--- config.mk ---
export PLATFORM = sky130hd
export DESIGN_NAME = snh_dly
export DESIGN_NICKNAME = d
export VERILOG_FILES = /design/src/design/assert_macros.svh /design/src/design/snh_pkg.sv /design/src/design/snh_dly.sv
export SDC_FILE = /design/constraint.sdc
export NUM_CORES = 1
export LEC_CHECK = 0
export BUFFER_PORTS_ARGS = -buffer_cell sky130_fd_sc_hd__buf_4
export CORE_AREA = 2 2 118 120
export CTS_CLUSTER_DIAMETER = 80
export DETAILED_ROUTE_END_ITERATION = 8
export DIE_AREA = 0 0 120 122
export GPL_TIMING_DRIVEN = 0
export PLACE_DENSITY = 0.8
export SLEW_MARGIN = 20
export SYNTH_ARGS = -nofsm -noshare
export SYNTH_HDL_FRONTEND = slang
export SYNTH_SLANG_ARGS = --single-unit
--- constraint.sdc ---
create_clock -name clk -period 1.85 [get_ports clk]
set_clock_uncertainty 0.1 [all_clocks]
set_input_delay 0.4625 -clock clk [delete_from_list [all_inputs] [get_ports clk]]
set_output_delay 0.4625 -clock clk [all_outputs]
set_load 0.005 [all_outputs]
--- src/design/assert_macros.svh ---
// Assertion macros used by the top-level RTL file.
`ifndef ASSERT_MACROS_SVH
`define ASSERT_MACROS_SVH

// Property must hold at every rising clock edge outside reset.
`define ASSERT_ALWAYS(lbl, clk, rst, prop, msg) \
  lbl: assert property (@(posedge clk) disable iff (rst) (prop)) else $error(msg);

// When ante holds, cons must hold in the next cycle.
`define ASSERT_NEXT(lbl, clk, rst, ante, cons, msg) \
  lbl: assert property (@(posedge clk) disable iff (rst) (ante) |=> (cons)) else $error(msg);

`endif

--- src/design/snh_pkg.sv ---
// Shared constants, types, saturating add/subtract and rounding helpers.
`default_nettype none
package snh_pkg;

  localparam int FRAC       = 24;
  localparam int MOD_FRAC   = 16;
  localparam int RATIO_FRAC = 24;
  localparam int MUL_LAT    = 4;
  localparam int PIPE_LAT   = 4 * MUL_LAT + 2;

  typedef logic signed [63:0] word_t;

  localparam word_t ONE   = word_t'(64'd1 << FRAC);
  localparam word_t THREE = word_t'(64'd3 << FRAC);
  localparam word_t W_MAX = word_t'({1'b0, {63{1'b1}}});
  localparam word_t W_MIN = word_t'({1'b1, {63{1'b0}}});

  localparam logic [5:0] SH_F   = 6'(FRAC);
  localparam logic [5:0] SH_MOD = 6'(MOD_FRAC);

  localparam logic [1:0] REG_SHEAR  = 2'd0;
  localparam logic [1:0] REG_VOLUME = 2'd1;
  localparam logic [1:0] REG_OFFSET = 2'd2;

  function automatic word_t sat_add(input word_t a, input word_t b);
    logic signed [64:0] s;
    s = 65'(a) + 65'(b);
    if (s[64] != s[63]) return s[64] ? W_MIN : W_MAX;
    return word_t'(s[63:0]);
  endfunction

  function automatic word_t sat_sub(input word_t a, input word_t b);
    logic signed [64:0] s;
    s = 65'(a) - 65'(b);
    if (s[64] != s[63]) return s[64] ? W_MIN : W_MAX;
    return word_t'(s[63:0]);
  endfunction

  // Nonnegative value with 'from' fraction bits to FRAC bits, rounded.
  function automatic word_t rescale(input logic [63:0] v, input int from);
    if (FRAC >= from) return word_t'(v << (FRAC - from));
    return word_t'((v + (64'd1 << (from - FRAC - 1))) >> (from - FRAC));
  endfunction

  // Halve, rounding ties away from zero.
  function automatic word_t halve(input word_t x);
    if (x[63]) return word_t'({x[63], x[63:1]});
    return word_t'({1'b0, x[63:1]} + {63'd0, x[0]});
  endfunction

endpackage
`default_nettype wire

--- src/design/snh_dly.sv ---
// Fixed delay line matching the multiplier latency.
`default_nettype none
module snh_dly import snh_pkg::*; (
  input  wire logic  clk,
  input  wire logic  ce,
  input  wire word_t d,
  output word_t      q
);

  word_t sr [MUL_LAT];

  always_ff @(posedge clk) begin
    if (ce) begin
      sr[0] <= d;
      for (int k = 1; k < MUL_LAT; k++) sr[k] <= sr[k-1];
    end
  end

  assign q = sr[MUL_LAT-1];

endmodule
`default_nettype wire

==> flow_summary.json <==
{
  "clkTransAtPathRegs_ps": 60,
  "numCtsBuffers": 24,
  "fin_ws_ps": 177,
  "ant_nets": 0,
  "grt_pass1_vias": 2785,
  "drv_cap": 0,
  "syn-instance-count": 256,
  "report.final.slew_viol_count": 0,
  "dieArea_sq_um": 14600,
  "required_ps": 1900,
  "synth_top_area_frac": 1.00,
  "max_freq_ghz": 0.598,
  "ys_types": 1,
  "layout-drive-gt1-share": 0.381,
  "power_per_cell_area_nw_per_um2": 1230,
  "ctsHoldBuffers": 0,
  "grt_pass1_wl_microns": 13900,
  "final_net_count": 479,
  "start_kind": "input port",
  "critical_path_arrival_ps": 1720,
  "clock_sinks": 256,
  "antenna_found_initial": 1,
  "worst_ir_drop_vdd_mv": 1.06,
  "ys_seq_elements": 256,
  "period_needed_ps": 1670,
  "fin_hold_ws_ps": 39.0,
  "p_leak_nw": 3.51,
  "max_flop_register": "sr",
  "worst-setup-path-type": "in -> reg",
  "htreeDepth": 1,
  "setup_viol": 0,
  "clock_latency_ps": 490,
  "via_per_inst": 4.63,
  "finalCritPeriodShare": 0.904,
  "tritoncts": "done",
  "initialDrtViolationCount": 203,
  "rsz0062_at_grt": "false",
  "cts-root-buf": "clkbuf_16",
  "cp-end-kind": "register",
  "reg.largest.list": "sr (256)",
  "fp.dieW_microns": 120,
  "synthesis.nets": 322,
  "status": "finished, final reports clean",
  "crit_fanout": 116,
  "gp_congestion": 0.651,
  "placementRows": 43,
  "die_y_microns": 122,
  "cts_setup_buffers": 0,
  "core_sq_um": 13500,
  "grt_start_max_net_pins": 117,
  "clock_path_buffers": 3,
  "ys_seq_area_frac": 1.00,
  "slew_headroom": 0.634,
  "initial_core_util": 0.569,
  "multi_input_cells": 0,
  "multi_input_area_sq_um": 0,
  "postCtsResizedCells": 0,
  "largest_reg_flops": 256,
  "drt-total-wl_microns": 9460,
  "worstMarginPinSlew_ps": 549,
  "dpl_worst_slack_ps": -388,
  "grt_remaining_overflow": 0,
  "yosysTopAreaCell": "edfxtp_1",
  "track_usage": 0.126,
  "drtPass1Iterations": 4,
  "dpl.hpwl_microns": 5310,
  "p_total_mw": 11.9,
  "finalSetupTns_ps": 0,
  "synth.avg_cell_area_sq_um": 30.0,
  "synth_area_leaders": "edfxtp_1 100%",
  "wl_per_cell_microns": 15.6,
  "hold_path.class": "in -> reg",
  "netlist_area_sq_um": 7690,
  "diodes": 0,
  "hold_violations": 0,
  "ioPinCount": 130,
  "synth_warnings": 0,
  "drc": 0,
  "io_buffers": 129,
  "routed-via-count": 2812,
  "area_growth_syn_to_layout_pct": 26.1
}
[path summary, 6_finish.rpt]
check	start	endpoint	slack (ps)	cells past startpoint
setup reg to reg	sr[0][62]	sr[1][62]	1080	0
hold / removal	d[19]	sr[0][19]	40	1
setup / recovery	ce	sr[1][31]	180	3
hold reg to reg	sr[0][2]	sr[1][2]	310	0
[kinds of logic after synthesis]
kind of cell | Yosys count | share of synthesized area
flip-flops | 256 | 1.00
[cell type report]
class / count / area [sq um]
clock buffers: 33 / 656
clock inverters: 8 / 93.8
fillers: 784 / 3810
flip-flops and latches: 256 / 7690
well taps: 180 / 225
repair buffers: 131 / 1030
[stage by stage]
step	cell area (sq um)	util	cells
2_1_floorplan	7690	-	256
3_3_place_gp	8880	0.658	565
3_5_place_dp	8940	0.662	567
4_1_cts	9690	0.718	608
5_1_grt	9690	0.718	608
6_report	9690	0.718	608
[power breakdown]
part	total, mW	internal [mW]	switching, mW	leakage (nW)
combinational	0.351	0.187	0.164	0.648
clock	4.61	2.75	1.86	0.359
sequential	6.93	6.84	0.0936	2.51
[metal layers]
layer	GRT usage	part of all wire
met2	0.192	0.47
met1	0.160	0.39
met4	0.0404	0.017
met5	0	0
met3	0.0627	0.12
[placed cells by master, fill, tap and decap left out, drive strengths merged]
cell,count
clkinv,4
buf,131
clkbuf,33
clkinvlp,2
bufinv,2
edfxtp,256
[worst max-delay path, stage by stage]
cell,delay (ps)
buf_8,310
buf_16,480
buf_16,390
[synthesized netlist by cell type, drive strengths merged]
cell and number:
edfxtp 256
Power figures use the tool's default switching activity.
